## src/rtl/bsad_pkg.sv

```systemverilog
// ----------------------------------------------------------------------------
// bsad_pkg
// shared widths, defaults and register codes for the block sad engine
// ----------------------------------------------------------------------------
package bsad_pkg;

  // sample and row geometry
  localparam int unsigned SAMPLE_W    = 16;
  localparam int unsigned ROW_SAMPLES = 16;
  localparam int unsigned FIELD_W     = 64;

  // reduction tree: groups of four lanes, then the group partials
  localparam int unsigned GRP_LANES = 4;
  localparam int unsigned PART_W    = 18;
  localparam int unsigned TOTAL_W   = 20;

  // configuration
  localparam int unsigned CFG_W      = 5;
  localparam logic [4:0]  ROWS_RESET = 5'd16;
  localparam int unsigned APB_DATA_W = 32;
  localparam int unsigned APB_ADDR_W = 3;

  // register index codes (paddr[2])
  localparam logic REG_BLOCK_ROWS = 1'b0;

  // defaults for the top level parameters
  localparam int unsigned DEF_LANES    = 16;
  localparam int unsigned DEF_MAX_ROWS = 16;

  // queue depths
  localparam int unsigned ROW_Q_DEPTH = 4;
  localparam int unsigned RES_Q_DEPTH = 4;

endpackage

```

## src/rtl/bsad_fifo.sv

```systemverilog
// ----------------------------------------------------------------------------
// bsad_fifo
// small synchronous queue in flip-flops, head visible while not empty
// ----------------------------------------------------------------------------
module bsad_fifo #(
  parameter int unsigned WIDTH = 8,
  parameter int unsigned DEPTH = 4
) (
  input  logic                       clk_i,
  input  logic                       rst_ni,
  input  logic                       push_i,
  input  logic [WIDTH-1:0]           wdata_i,
  output logic                       full_o,
  input  logic                       pop_i,
  output logic [WIDTH-1:0]           rdata_o,
  output logic                       empty_o,
  output logic [$clog2(DEPTH+1)-1:0] count_o
);

  localparam int unsigned PTR_W = (DEPTH > 1) ? $clog2(DEPTH) : 1;
  localparam int unsigned CNT_W = $clog2(DEPTH + 1);

  logic [WIDTH-1:0] mem_q [DEPTH];
  logic [PTR_W-1:0] wr_ptr_q, wr_ptr_d;
  logic [PTR_W-1:0] rd_ptr_q, rd_ptr_d;
  logic [CNT_W-1:0] count_q, count_d;

  assign full_o  = (count_q == CNT_W'(DEPTH));
  assign empty_o = (count_q == '0);
  assign rdata_o = mem_q[rd_ptr_q];
  assign count_o = count_q;

  always_comb begin
    wr_ptr_d = wr_ptr_q;
    rd_ptr_d = rd_ptr_q;
    count_d  = count_q;
    if (push_i) begin
      wr_ptr_d = (wr_ptr_q == PTR_W'(DEPTH - 1)) ? '0 : wr_ptr_q + 1'b1;
    end
    if (pop_i) begin
      rd_ptr_d = (rd_ptr_q == PTR_W'(DEPTH - 1)) ? '0 : rd_ptr_q + 1'b1;
    end
    if (push_i && !pop_i) begin
      count_d = count_q + 1'b1;
    end else if (pop_i && !push_i) begin
      count_d = count_q - 1'b1;
    end
  end

  always_ff @(posedge clk_i or negedge rst_ni) begin
    if (!rst_ni) begin
      wr_ptr_q <= '0;
      rd_ptr_q <= '0;
      count_q  <= '0;
    end else begin
      wr_ptr_q <= wr_ptr_d;
      rd_ptr_q <= rd_ptr_d;
      count_q  <= count_d;
    end
  end

  always_ff @(posedge clk_i) begin
    if (push_i) begin
      mem_q[wr_ptr_q] <= wdata_i;
    end
  end

`ifndef SYNTH
  a_no_overflow : assert property (@(posedge clk_i) disable iff (!rst_ni)
    push_i |-> (!full_o || pop_i))
    else $error("fifo written while full");
  a_no_underflow : assert property (@(posedge clk_i) disable iff (!rst_ni)
    pop_i |-> !empty_o)
    else $error("fifo read while empty");
  a_count_bound : assert property (@(posedge clk_i) disable iff (!rst_ni)
    count_q <= CNT_W'(DEPTH))
    else $error("fifo count beyond depth");
`endif

endmodule

```

## src/rtl/bsad_front.sv

```systemverilog
// ----------------------------------------------------------------------------
// bsad_front
// per-lane saturating absolute difference and block row counting
// ----------------------------------------------------------------------------
module bsad_front import bsad_pkg::*; #(
  parameter int unsigned LANES    = DEF_LANES,
  parameter int unsigned MAX_ROWS = DEF_MAX_ROWS
) (
  input  logic                              clk_i,
  input  logic                              rst_ni,
  input  logic                              accept_i,
  input  logic [ROW_SAMPLES*SAMPLE_W-1:0]   cur_row_i,
  input  logic [ROW_SAMPLES*SAMPLE_W-1:0]   ref_row_i,
  input  logic [CFG_W-1:0]                  block_rows_i,
  output logic [LANES*SAMPLE_W-1:0]         diff_o,
  output logic                              last_o
);

  localparam int unsigned CNT_W = $clog2(MAX_ROWS + 1);
  localparam int unsigned CMP_W = ((CNT_W > CFG_W) ? CNT_W : CFG_W) + 1;

  logic [CNT_W-1:0] row_cnt_q, row_cnt_d;
  logic [CMP_W-1:0] rows_eff;
  logic [CMP_W-1:0] cnt_next;

  // saturate cur - ref to 16 bits, then magnitude; 0x8000 stays 0x8000
  function automatic logic [SAMPLE_W-1:0] abs_sat_diff(input logic [SAMPLE_W-1:0] a,
                                                        input logic [SAMPLE_W-1:0] b);
    logic [SAMPLE_W:0]   d;
    logic [SAMPLE_W-1:0] s;
    d = {a[SAMPLE_W-1], a} - {b[SAMPLE_W-1], b};
    if (d[SAMPLE_W] != d[SAMPLE_W-1]) begin
      s = d[SAMPLE_W] ? {1'b1, {(SAMPLE_W-1){1'b0}}} : {1'b0, {(SAMPLE_W-1){1'b1}}};
    end else begin
      s = d[SAMPLE_W-1:0];
    end
    return s[SAMPLE_W-1] ? (~s + 1'b1) : s;
  endfunction

  always_comb begin
    for (int l = 0; l < LANES; l++) begin
      diff_o[l*SAMPLE_W +: SAMPLE_W] = abs_sat_diff(cur_row_i[l*SAMPLE_W +: SAMPLE_W],
                                                    ref_row_i[l*SAMPLE_W +: SAMPLE_W]);
    end
  end

  // height zero acts as one, height above the maximum acts as the maximum
  always_comb begin
    if (block_rows_i == '0) begin
      rows_eff = CMP_W'(1);
    end else if (CMP_W'(block_rows_i) > CMP_W'(MAX_ROWS)) begin
      rows_eff = CMP_W'(MAX_ROWS);
    end else begin
      rows_eff = CMP_W'(block_rows_i);
    end
  end

  assign cnt_next = CMP_W'(row_cnt_q) + 1'b1;
  assign last_o   = (cnt_next >= rows_eff);

  always_comb begin
    row_cnt_d = row_cnt_q;
    if (accept_i) begin
      row_cnt_d = last_o ? '0 : cnt_next[CNT_W-1:0];
    end
  end

  always_ff @(posedge clk_i or negedge rst_ni) begin
    if (!rst_ni) begin
      row_cnt_q <= '0;
    end else begin
      row_cnt_q <= row_cnt_d;
    end
  end

endmodule

```

## src/rtl/bsad_back.sv

```systemverilog
// ----------------------------------------------------------------------------
// bsad_back
// lane accumulators, registered reduction tree and result queue
// ----------------------------------------------------------------------------
module bsad_back import bsad_pkg::*; #(
  parameter int unsigned LANES = DEF_LANES
) (
  input  logic                        clk_i,
  input  logic                        rst_ni,
  input  logic                        row_valid_i,
  input  logic [LANES*SAMPLE_W-1:0]   row_diff_i,
  input  logic                        row_last_i,
  output logic                        row_pop_o,
  input  logic                        res_pop_i,
  output logic                        res_empty_o,
  output logic signed [TOTAL_W-1:0]   res_total_o
);

  localparam int unsigned NGRP  = (LANES + GRP_LANES - 1) / GRP_LANES;
  localparam int unsigned RCNT_W = $clog2(RES_Q_DEPTH + 1);
  localparam int unsigned OCC_W  = RCNT_W + 1;

  logic [LANES-1:0][SAMPLE_W-1:0] lane_sums_q, lane_sums_d;
  logic [LANES-1:0][SAMPLE_W-1:0] sums_new;
  logic [LANES-1:0][SAMPLE_W-1:0] fin_lanes_q;
  logic                           fin_valid_q;
  logic [NGRP-1:0][PART_W-1:0]    part_q, part_d;
  logic                           part_valid_q;
  logic [TOTAL_W-1:0]             total;
  logic [RCNT_W-1:0]              res_count;
  logic                           res_full;
  logic [OCC_W-1:0]               occupancy;
  logic                           take;

  // results in the tree plus those queued must leave a slot for a new total
  assign occupancy = OCC_W'(res_count) + OCC_W'(fin_valid_q) + OCC_W'(part_valid_q);
  assign take      = row_valid_i && (!row_last_i || (occupancy < OCC_W'(RES_Q_DEPTH)));
  assign row_pop_o = take;

  always_comb begin
    for (int l = 0; l < LANES; l++) begin
      sums_new[l] = lane_sums_q[l] + row_diff_i[l*SAMPLE_W +: SAMPLE_W];
    end
  end

  always_comb begin
    lane_sums_d = lane_sums_q;
    if (take) begin
      lane_sums_d = row_last_i ? '0 : sums_new;
    end
  end

  // first tree level: sign-extended lane sums in groups of four
  always_comb begin
    for (int g = 0; g < NGRP; g++) begin
      part_d[g] = '0;
      for (int k = 0; k < GRP_LANES; k++) begin
        if (g * GRP_LANES + k < LANES) begin
          part_d[g] = part_d[g]
                    + PART_W'($signed(fin_lanes_q[(g*GRP_LANES+k) % LANES]));
        end
      end
    end
  end

  always_comb begin
    total = '0;
    for (int g = 0; g < NGRP; g++) begin
      total = total + TOTAL_W'($signed(part_q[g]));
    end
  end

  always_ff @(posedge clk_i or negedge rst_ni) begin
    if (!rst_ni) begin
      lane_sums_q  <= '0;
      fin_valid_q  <= 1'b0;
      part_valid_q <= 1'b0;
    end else begin
      lane_sums_q  <= lane_sums_d;
      fin_valid_q  <= take && row_last_i;
      part_valid_q <= fin_valid_q;
    end
  end

  always_ff @(posedge clk_i) begin
    if (take && row_last_i) begin
      fin_lanes_q <= sums_new;
    end
    if (fin_valid_q) begin
      part_q <= part_d;
    end
  end

  bsad_fifo #(
    .WIDTH (TOTAL_W),
    .DEPTH (RES_Q_DEPTH)
  ) u_res_q (
    .clk_i   (clk_i),
    .rst_ni  (rst_ni),
    .push_i  (part_valid_q),
    .wdata_i (total),
    .full_o  (res_full),
    .pop_i   (res_pop_i),
    .rdata_o (res_total_o),
    .empty_o (res_empty_o),
    .count_o (res_count)
  );

`ifndef SYNTH
  a_res_room : assert property (@(posedge clk_i) disable iff (!rst_ni)
    part_valid_q |-> (!res_full || res_pop_i))
    else $error("total reached a full result queue");
  a_clear_after_block : assert property (@(posedge clk_i) disable iff (!rst_ni)
    (take && row_last_i) |=> (lane_sums_q == '0))
    else $error("lane sums not cleared after last row");
`endif

endmodule

```

## src/rtl/block_sad_int16.sv

```systemverilog
// ----------------------------------------------------------------------------
// block_sad_int16
// sum of absolute differences over blocks of signed 16-bit samples
// ----------------------------------------------------------------------------
//
//  channel   | handshake              | payload
//  ----------+------------------------+---------------------------------------
//  row in    | push / full            | cur_lanes_*_i, ref_lanes_*_i (16 lanes)
//  total out | pop / empty            | sad_total_o (20 bit signed)
//  config    | psel/penable/pwrite    | paddr, pwdata, prdata (block_rows)
//
//  one row per cycle sustained while full stays low; a row lands in the row queue on
//  the cycle it is accepted, and the accumulators take it from the head of the row
//  queue once the back side can take it. after its last row is taken, a total
//  passes through the registered final lane sums and group sums, then the final
//  add is written into the result queue (accumulate, group sums, final add)
//  full rises only when the 4-entry row queue is full, which happens only
//  when the result queue and reduction tree hold four totals not yet popped
//  reset clears accumulators, row count, queues; block_rows resets to 16
//
// ----------------------------------------------------------------------------
module block_sad_int16 import bsad_pkg::*; #(
  parameter int unsigned LANES    = DEF_LANES,
  parameter int unsigned MAX_ROWS = DEF_MAX_ROWS
) (
  input  logic                        clk_i,
  input  logic                        rst_ni,
  // row input side
  input  logic                        push,
  output logic                        full,
  input  logic [FIELD_W-1:0]          cur_lanes_0_3_i,
  input  logic [FIELD_W-1:0]          cur_lanes_4_7_i,
  input  logic [FIELD_W-1:0]          cur_lanes_8_11_i,
  input  logic [FIELD_W-1:0]          cur_lanes_12_15_i,
  input  logic [FIELD_W-1:0]          ref_lanes_0_3_i,
  input  logic [FIELD_W-1:0]          ref_lanes_4_7_i,
  input  logic [FIELD_W-1:0]          ref_lanes_8_11_i,
  input  logic [FIELD_W-1:0]          ref_lanes_12_15_i,
  // result side
  output logic                        empty,
  input  logic                        pop,
  output logic signed [TOTAL_W-1:0]   sad_total_o,
  // register port
  input  logic                        psel,
  input  logic                        penable,
  input  logic                        pwrite,
  input  logic [APB_ADDR_W-1:0]       paddr,
  input  logic [APB_DATA_W-1:0]       pwdata,
  output logic [APB_DATA_W-1:0]       prdata,
  output logic                        pready
);

  localparam int unsigned ENTRY_W = LANES * SAMPLE_W + 1;

  // configuration register
  logic [CFG_W-1:0] block_rows_q, block_rows_d;
  logic             reg_idx;
  logic             cfg_write;

  // row path
  logic                              in_accept;
  logic [ROW_SAMPLES*SAMPLE_W-1:0]   cur_row;
  logic [ROW_SAMPLES*SAMPLE_W-1:0]   ref_row;
  logic [LANES*SAMPLE_W-1:0]         front_diff;
  logic                              front_last;
  logic [ENTRY_W-1:0]                row_q_wdata;
  logic [ENTRY_W-1:0]                row_q_rdata;
  logic                              row_q_empty;
  logic                              row_q_pop;
  logic [$clog2(ROW_Q_DEPTH+1)-1:0]  row_q_count;

  // ---------------------------------------------------------------------------
  // register port: always ready, one register at index 0 (paddr[2])
  // ---------------------------------------------------------------------------
  assign pready    = 1'b1;
  assign reg_idx   = paddr[2];
  assign cfg_write = psel && penable && pwrite && pready;

  always_comb begin
    block_rows_d = block_rows_q;
    if (cfg_write) begin
      case (reg_idx)
        REG_BLOCK_ROWS: block_rows_d = pwdata[CFG_W-1:0];
        default:        block_rows_d = block_rows_q;
      endcase
    end
  end

  always_comb begin
    case (reg_idx)
      REG_BLOCK_ROWS: prdata = APB_DATA_W'(block_rows_q);
      default:        prdata = '0;
    endcase
  end

  always_ff @(posedge clk_i or negedge rst_ni) begin
    if (!rst_ni) begin
      block_rows_q <= ROWS_RESET;
    end else begin
      block_rows_q <= block_rows_d;
    end
  end

  // ---------------------------------------------------------------------------
  // front: lane differences and block boundary detection at accept time
  // ---------------------------------------------------------------------------
  assign in_accept = push && !full;

  // lane 0 in the low bits of the lowest field
  assign cur_row = {cur_lanes_12_15_i, cur_lanes_8_11_i, cur_lanes_4_7_i, cur_lanes_0_3_i};
  assign ref_row = {ref_lanes_12_15_i, ref_lanes_8_11_i, ref_lanes_4_7_i, ref_lanes_0_3_i};

  bsad_front #(
    .LANES    (LANES),
    .MAX_ROWS (MAX_ROWS)
  ) u_front (
    .clk_i        (clk_i),
    .rst_ni       (rst_ni),
    .accept_i     (in_accept),
    .cur_row_i    (cur_row),
    .ref_row_i    (ref_row),
    .block_rows_i (block_rows_q),
    .diff_o       (front_diff),
    .last_o       (front_last)
  );

  // ---------------------------------------------------------------------------
  // row queue between front and back: {last, lane differences}
  // ---------------------------------------------------------------------------
  assign row_q_wdata = {front_last, front_diff};

  bsad_fifo #(
    .WIDTH (ENTRY_W),
    .DEPTH (ROW_Q_DEPTH)
  ) u_row_q (
    .clk_i   (clk_i),
    .rst_ni  (rst_ni),
    .push_i  (in_accept),
    .wdata_i (row_q_wdata),
    .full_o  (full),
    .pop_i   (row_q_pop),
    .rdata_o (row_q_rdata),
    .empty_o (row_q_empty),
    .count_o (row_q_count)
  );

  // ---------------------------------------------------------------------------
  // back: accumulate, reduce on the last row, queue the total
  // ---------------------------------------------------------------------------
  bsad_back #(
    .LANES (LANES)
  ) u_back (
    .clk_i       (clk_i),
    .rst_ni      (rst_ni),
    .row_valid_i (!row_q_empty),
    .row_diff_i  (row_q_rdata[ENTRY_W-2:0]),
    .row_last_i  (row_q_rdata[ENTRY_W-1]),
    .row_pop_o   (row_q_pop),
    .res_pop_i   (pop && !empty),
    .res_empty_o (empty),
    .res_total_o (sad_total_o)
  );

`ifndef SYNTH
  a_full_means_count : assert property (@(posedge clk_i) disable iff (!rst_ni)
    full |-> (row_q_count != '0))
    else $error("row queue full flag without entries");
`endif

endmodule

```

## config.mk

```make
export PLATFORM = sky130hd
export DESIGN_NAME = block_sad_int16
export DESIGN_NICKNAME = d
export VERILOG_FILES = /design/src/rtl/bsad_pkg.sv /design/src/rtl/bsad_fifo.sv /design/src/rtl/bsad_front.sv /design/src/rtl/bsad_back.sv /design/src/rtl/block_sad_int16.sv
export SDC_FILE = /design/constraint.sdc
export NUM_CORES = 2
export LEC_CHECK = 0
export BUFFER_PORTS_ARGS = -buffer_cell sky130_fd_sc_hd__buf_2
export CORE_MARGIN = 8
export CORE_UTILIZATION = 58
export CTS_BUF_LIST = sky130_fd_sc_hd__clkbuf_4
export CTS_CLUSTER_SIZE = 30
export DETAILED_ROUTE_END_ITERATION = 10
export PLACE_DENSITY = 0.86
export SLEW_MARGIN = 40
export SYNTH_ARGS = -nofsm -noshare
export SYNTH_HDL_FRONTEND = slang
export SYNTH_SLANG_ARGS = --single-unit
export TNS_END_PERCENT = 10
```

## constraint.sdc

```tcl
create_clock -name clk_i -period 12.84 [get_ports clk_i]
set_input_delay 0.642 -clock clk_i [delete_from_list [all_inputs] [get_ports clk_i]]
set_output_delay 0.642 -clock clk_i [all_outputs]
set_load 0.1 [all_outputs]
```

==> impl_metrics.tcl <==
set metrics [dict create \
    outcome "completed" \
    crit_path_end_kind "flop" \
    start_util_pct 58.2 \
    gp_congestion 0.936 \
    place_ws_ps 7000 \
    fin_crit_ps 5720 \
    worstSkewPairLatency_ps 1330 \
    clk_pin_slew_ps 70 \
    post_synth_num_cell_types 109 \
    ys_seq_area_share_pct 49.2 \
    route.final.wire_length_um 252000 \
    cell_rows 154 \
    share_of_cells_above_drive_strength_1_pct 17.7 \
    area_enclosed_by_the_die_boundary_sq_um 190000 \
    grt_pass1_wl_um 393000 \
    timing_max_transition_violations_final 0 \
    slew-limit-headroom_pct 34.6 \
    most-common-layout-cells "1436 x sky130_fd_sc_hd__edfxtp_1, 803 x sky130_fd_sc_hd__inv_1, 695 x sky130_fd_sc_hd__ha_1" \
    clock-root-buffer "sky130_fd_sc_hd__clkbuf_4" \
    fin_crit_sh_pct 44.5 \
    track_usage_pct 25.4 \
    post_synth_inst_count 8619 \
    post_drt_wl_per_cell_um 20.7 \
    buffer_ports.inserted 551 \
    synth_area_per_cell_sq_um 11.8 \
    ys_warn_count 0 \
    timing.clock.skew_ps 120 \
    mappedNetlistArea_sq_um 102000 \
    globalRouteOverflowTotal 0 \
    setup.worst_path.start_class "flop" \
    ant_nets 0 \
    cp.arrival_ps 6710 \
    min_path_type "input pin to flop" \
    area.growth.synth_to_final_pct 11.3 \
    number_of_sinks_handled_by_clock_tree_synthesis 1718 \
    ff_latch_area_sq_um 50200 \
    ctsHtreeMaxLevel 5 \
    postSynthRegisterBits 1718 \
    area_of_the_multi_input_gates_sq_um 48100 \
    clock_tree_from_tritoncts "yes" \
    maxCapViolCount 0 \
    final.fill_count 12400 \
    clock_tree_buffer_depth 4 \
    synth_edf_count 1436 \
    antenna_found_initial 9 \
    finalSetupViolations 0 \
    die_width_um 436 \
    final_common_cell "sky130_fd_sc_hd__edfxtp_1" \
    pin_count 609 \
    grt_setup_unrepaired "false" \
    cts_resized 0 \
    fin_ws_ps 7120 \
    asyncSetResetFlopFracSynth_pct 16.4 \
    place_inst 11400 \
    synth_top_flop_cell "sky130_fd_sc_hd__edfxtp_1" \
    drtPass1Iterations 7 \
    dieHeight_um 436 \
    worstPathRequired_ps 13830 \
    crit_type "flop to flop" \
    finish.net_count 10900 \
    cts_made_buffers 431 \
    holdWs_ps 139 \
    drt-vias-per-instance 6.04 \
    core_sq_um 176000 \
    fmax_mhz 175 \
    final.setup.tns_ps 0 \
    first_iter_violations 6861 \
    grt_pass1_vias 74100 \
    drc 0 \
    non_filler_cells_final 12200 \
    dr_total_vias 73600 \
    pin_count_of_the_biggest_net_entering_global_routing 115 \
    dp_hpwl_um 180000 \
    timing.final.hold_violations 0 \
    tightestPinTransition_ps 970 \
    critical_path_fanouts_max 6 \
]
==> layout make-up <==
class | instances | area share (%)
clock buffers | 645 | 4.26
repair buffers | 650 | 3.36
multi-input cells | 5876 | 42.3
clock inverters | 139 | 0.658
diodes | 13 | 0.0286
inverters | 804 | 2.65
well taps | 2340 | 2.58
flip-flops and latches | 1718 | 44.2
==> per-stage QoR <==
| stage | cell area (sq um) | util [%] |
|---|---|---|
| after floorplan | 102000 | - |
| after global placement | 107000 | 61.2 |
| final | 114000 | 64.8 |
| after global routing | 114000 | 64.8 |
| after CTS | 114000 | 64.7 |
| after detailed placement | 108000 | 61.3 |
==> per-layer routing <==
metal / vias up / track usage, % / share of wire [%]
li1: 34100 / - / -
met4: 2 / 9.08 / 3.2
met5: - / 0 / 0.0040
met3: 557 / 4.63 / 7.6
met2: 3203 / 42.2 / 48
met1: 35800 / 33.7 / 41
==> state kept, by name, indices dropped and copies added, names as in the netlist, 3 cells and up <==
| register | flops |
|---|---|
| u_back.fin_lanes_q | 256 |
| u_row_q.count_o | 3 |
| u_row_q.mem_q | 1028 |
| u_back.u_res_q.count_o | 3 |
| u_back.lane_sums_q | 256 |
| u_front.row_cnt_q | 5 |
| u_back.part_q | 72 |
| block_rows_q | 5 |
| u_back.u_res_q.mem_q | 80 |
==> Yosys cell counts, drive strengths merged, types with 49 or more instances <==
| cell type | instances | area, sq um |
|---|---|---|
| nand3 | 140 | 701 |
| fa | 131 | 2620 |
| nand2 | 434 | 1630 |
| nor3 | 182 | 911 |
| a22o | 247 | 2160 |
| edfxtp | 1436 | 43100 |
| mux4 | 277 | 6240 |
| or3 | 104 | 656 |
| ha | 695 | 8700 |
| xnor2 | 465 | 4070 |
| a21o | 175 | 1320 |
| and3 | 50 | 313 |
| nor2 | 478 | 1800 |
| a21boi | 53 | 398 |
| and2 | 49 | 308 |
| xor2 | 239 | 2090 |
| or2 | 55 | 344 |
| a21oi | 516 | 2590 |
| o21a | 121 | 908 |
| nand2b | 85 | 532 |
| dfrtp | 281 | 7030 |
| o211ai | 52 | 390 |
| a211oi | 49 | 373 |
| inv | 803 | 3010 |
| clkbuf | 167 | 628 |
| buf | 80 | 422 |
| a31oi | 66 | 413 |
| nor2b | 124 | 776 |
| o21ai | 440 | 2210 |
| o21bai | 52 | 390 |
| o31ai | 54 | 410 |
==> timing repair <==
action | CTS | global route
endpoints found under the setup margin | 0 | 0
hold endpoints to repair | 263 | 0
hold buffers | 32 | 0
buffers inserted | 0 | 0
==> logic make-up (layout without fill, tap and decap cells) <==
logic type | count (synthesis) | after routing | share of synthesized area [%]
xor+xnor | 704 | 704 | 6.04
other cells | 2 | 41 | 0.00736
flops | 1718 | 1718 | 49.2
fa+ha+maj | 848 | 848 | 11.3
buf+inv | 1051 | 2238 | 3.98
compound gates | 2154 | 2154 | 14.3
mux | 315 | 315 | 6.50
simple gates | 1827 | 1827 | 8.75
==> worst paths after layout <==
| kind | slack, ps | cells after the start | startpoint | endpoint |
|---|---|---|---|---|
| worst max register to register | 7120 | 20 | u_back.part_q[0]$_DFFE_PP_ | u_back.u_res_q.mem_q[0][19]$_DFFE_PP_ |
| min in group asynchronous | 530 | 3 | rst_ni | block_rows_q[4]$_DFFE_PN1P_ |
| worst max-delay path | 7120 | 20 | u_back.part_q[0]$_DFFE_PP_ | u_back.u_res_q.mem_q[0][19]$_DFFE_PP_ |
| worst min register to register | 500 | 1 | u_row_q.count_o[2]$_DFFE_PN0P_ | u_row_q.count_o[2]$_DFFE_PN0P_ |
| worst min-delay path | 140 | 3 | ref_lanes_0_3_i[17] | u_row_q.mem_q[2][17]$_DFFE_PP_ |
| max in group asynchronous | 10810 | 5 | rst_ni | u_back.lane_sums_q[23]$_DFFE_PN0P_ |
==> worst max-delay path, stage by stage (launching register included) <==
cell and delay [ps]:
sky130_fd_sc_hd__edfxtp_1 380, sky130_fd_sc_hd__ha_1 240, sky130_fd_sc_hd__fa_1 410, sky130_fd_sc_hd__a21o_1 190
sky130_fd_sc_hd__a21oi_1 240, sky130_fd_sc_hd__o21bai_1 100, sky130_fd_sc_hd__a21oi_1 230, sky130_fd_sc_hd__nor2b_1 80
sky130_fd_sc_hd__o21a_1 190, sky130_fd_sc_hd__o31a_1 280, sky130_fd_sc_hd__o41ai_2 440, sky130_fd_sc_hd__xnor2_1 200
sky130_fd_sc_hd__fa_1 510, sky130_fd_sc_hd__inv_1 40, sky130_fd_sc_hd__ha_1 230, sky130_fd_sc_hd__or3_1 360
sky130_fd_sc_hd__o211a_1 220, sky130_fd_sc_hd__o21a_1 200, sky130_fd_sc_hd__o21ai_0 270, sky130_fd_sc_hd__a21oi_1 130
sky130_fd_sc_hd__xnor2_1 510
Power is not shown: default switching activity piles up to over one toggle a cycle in this logic, so the estimate is an artifact.
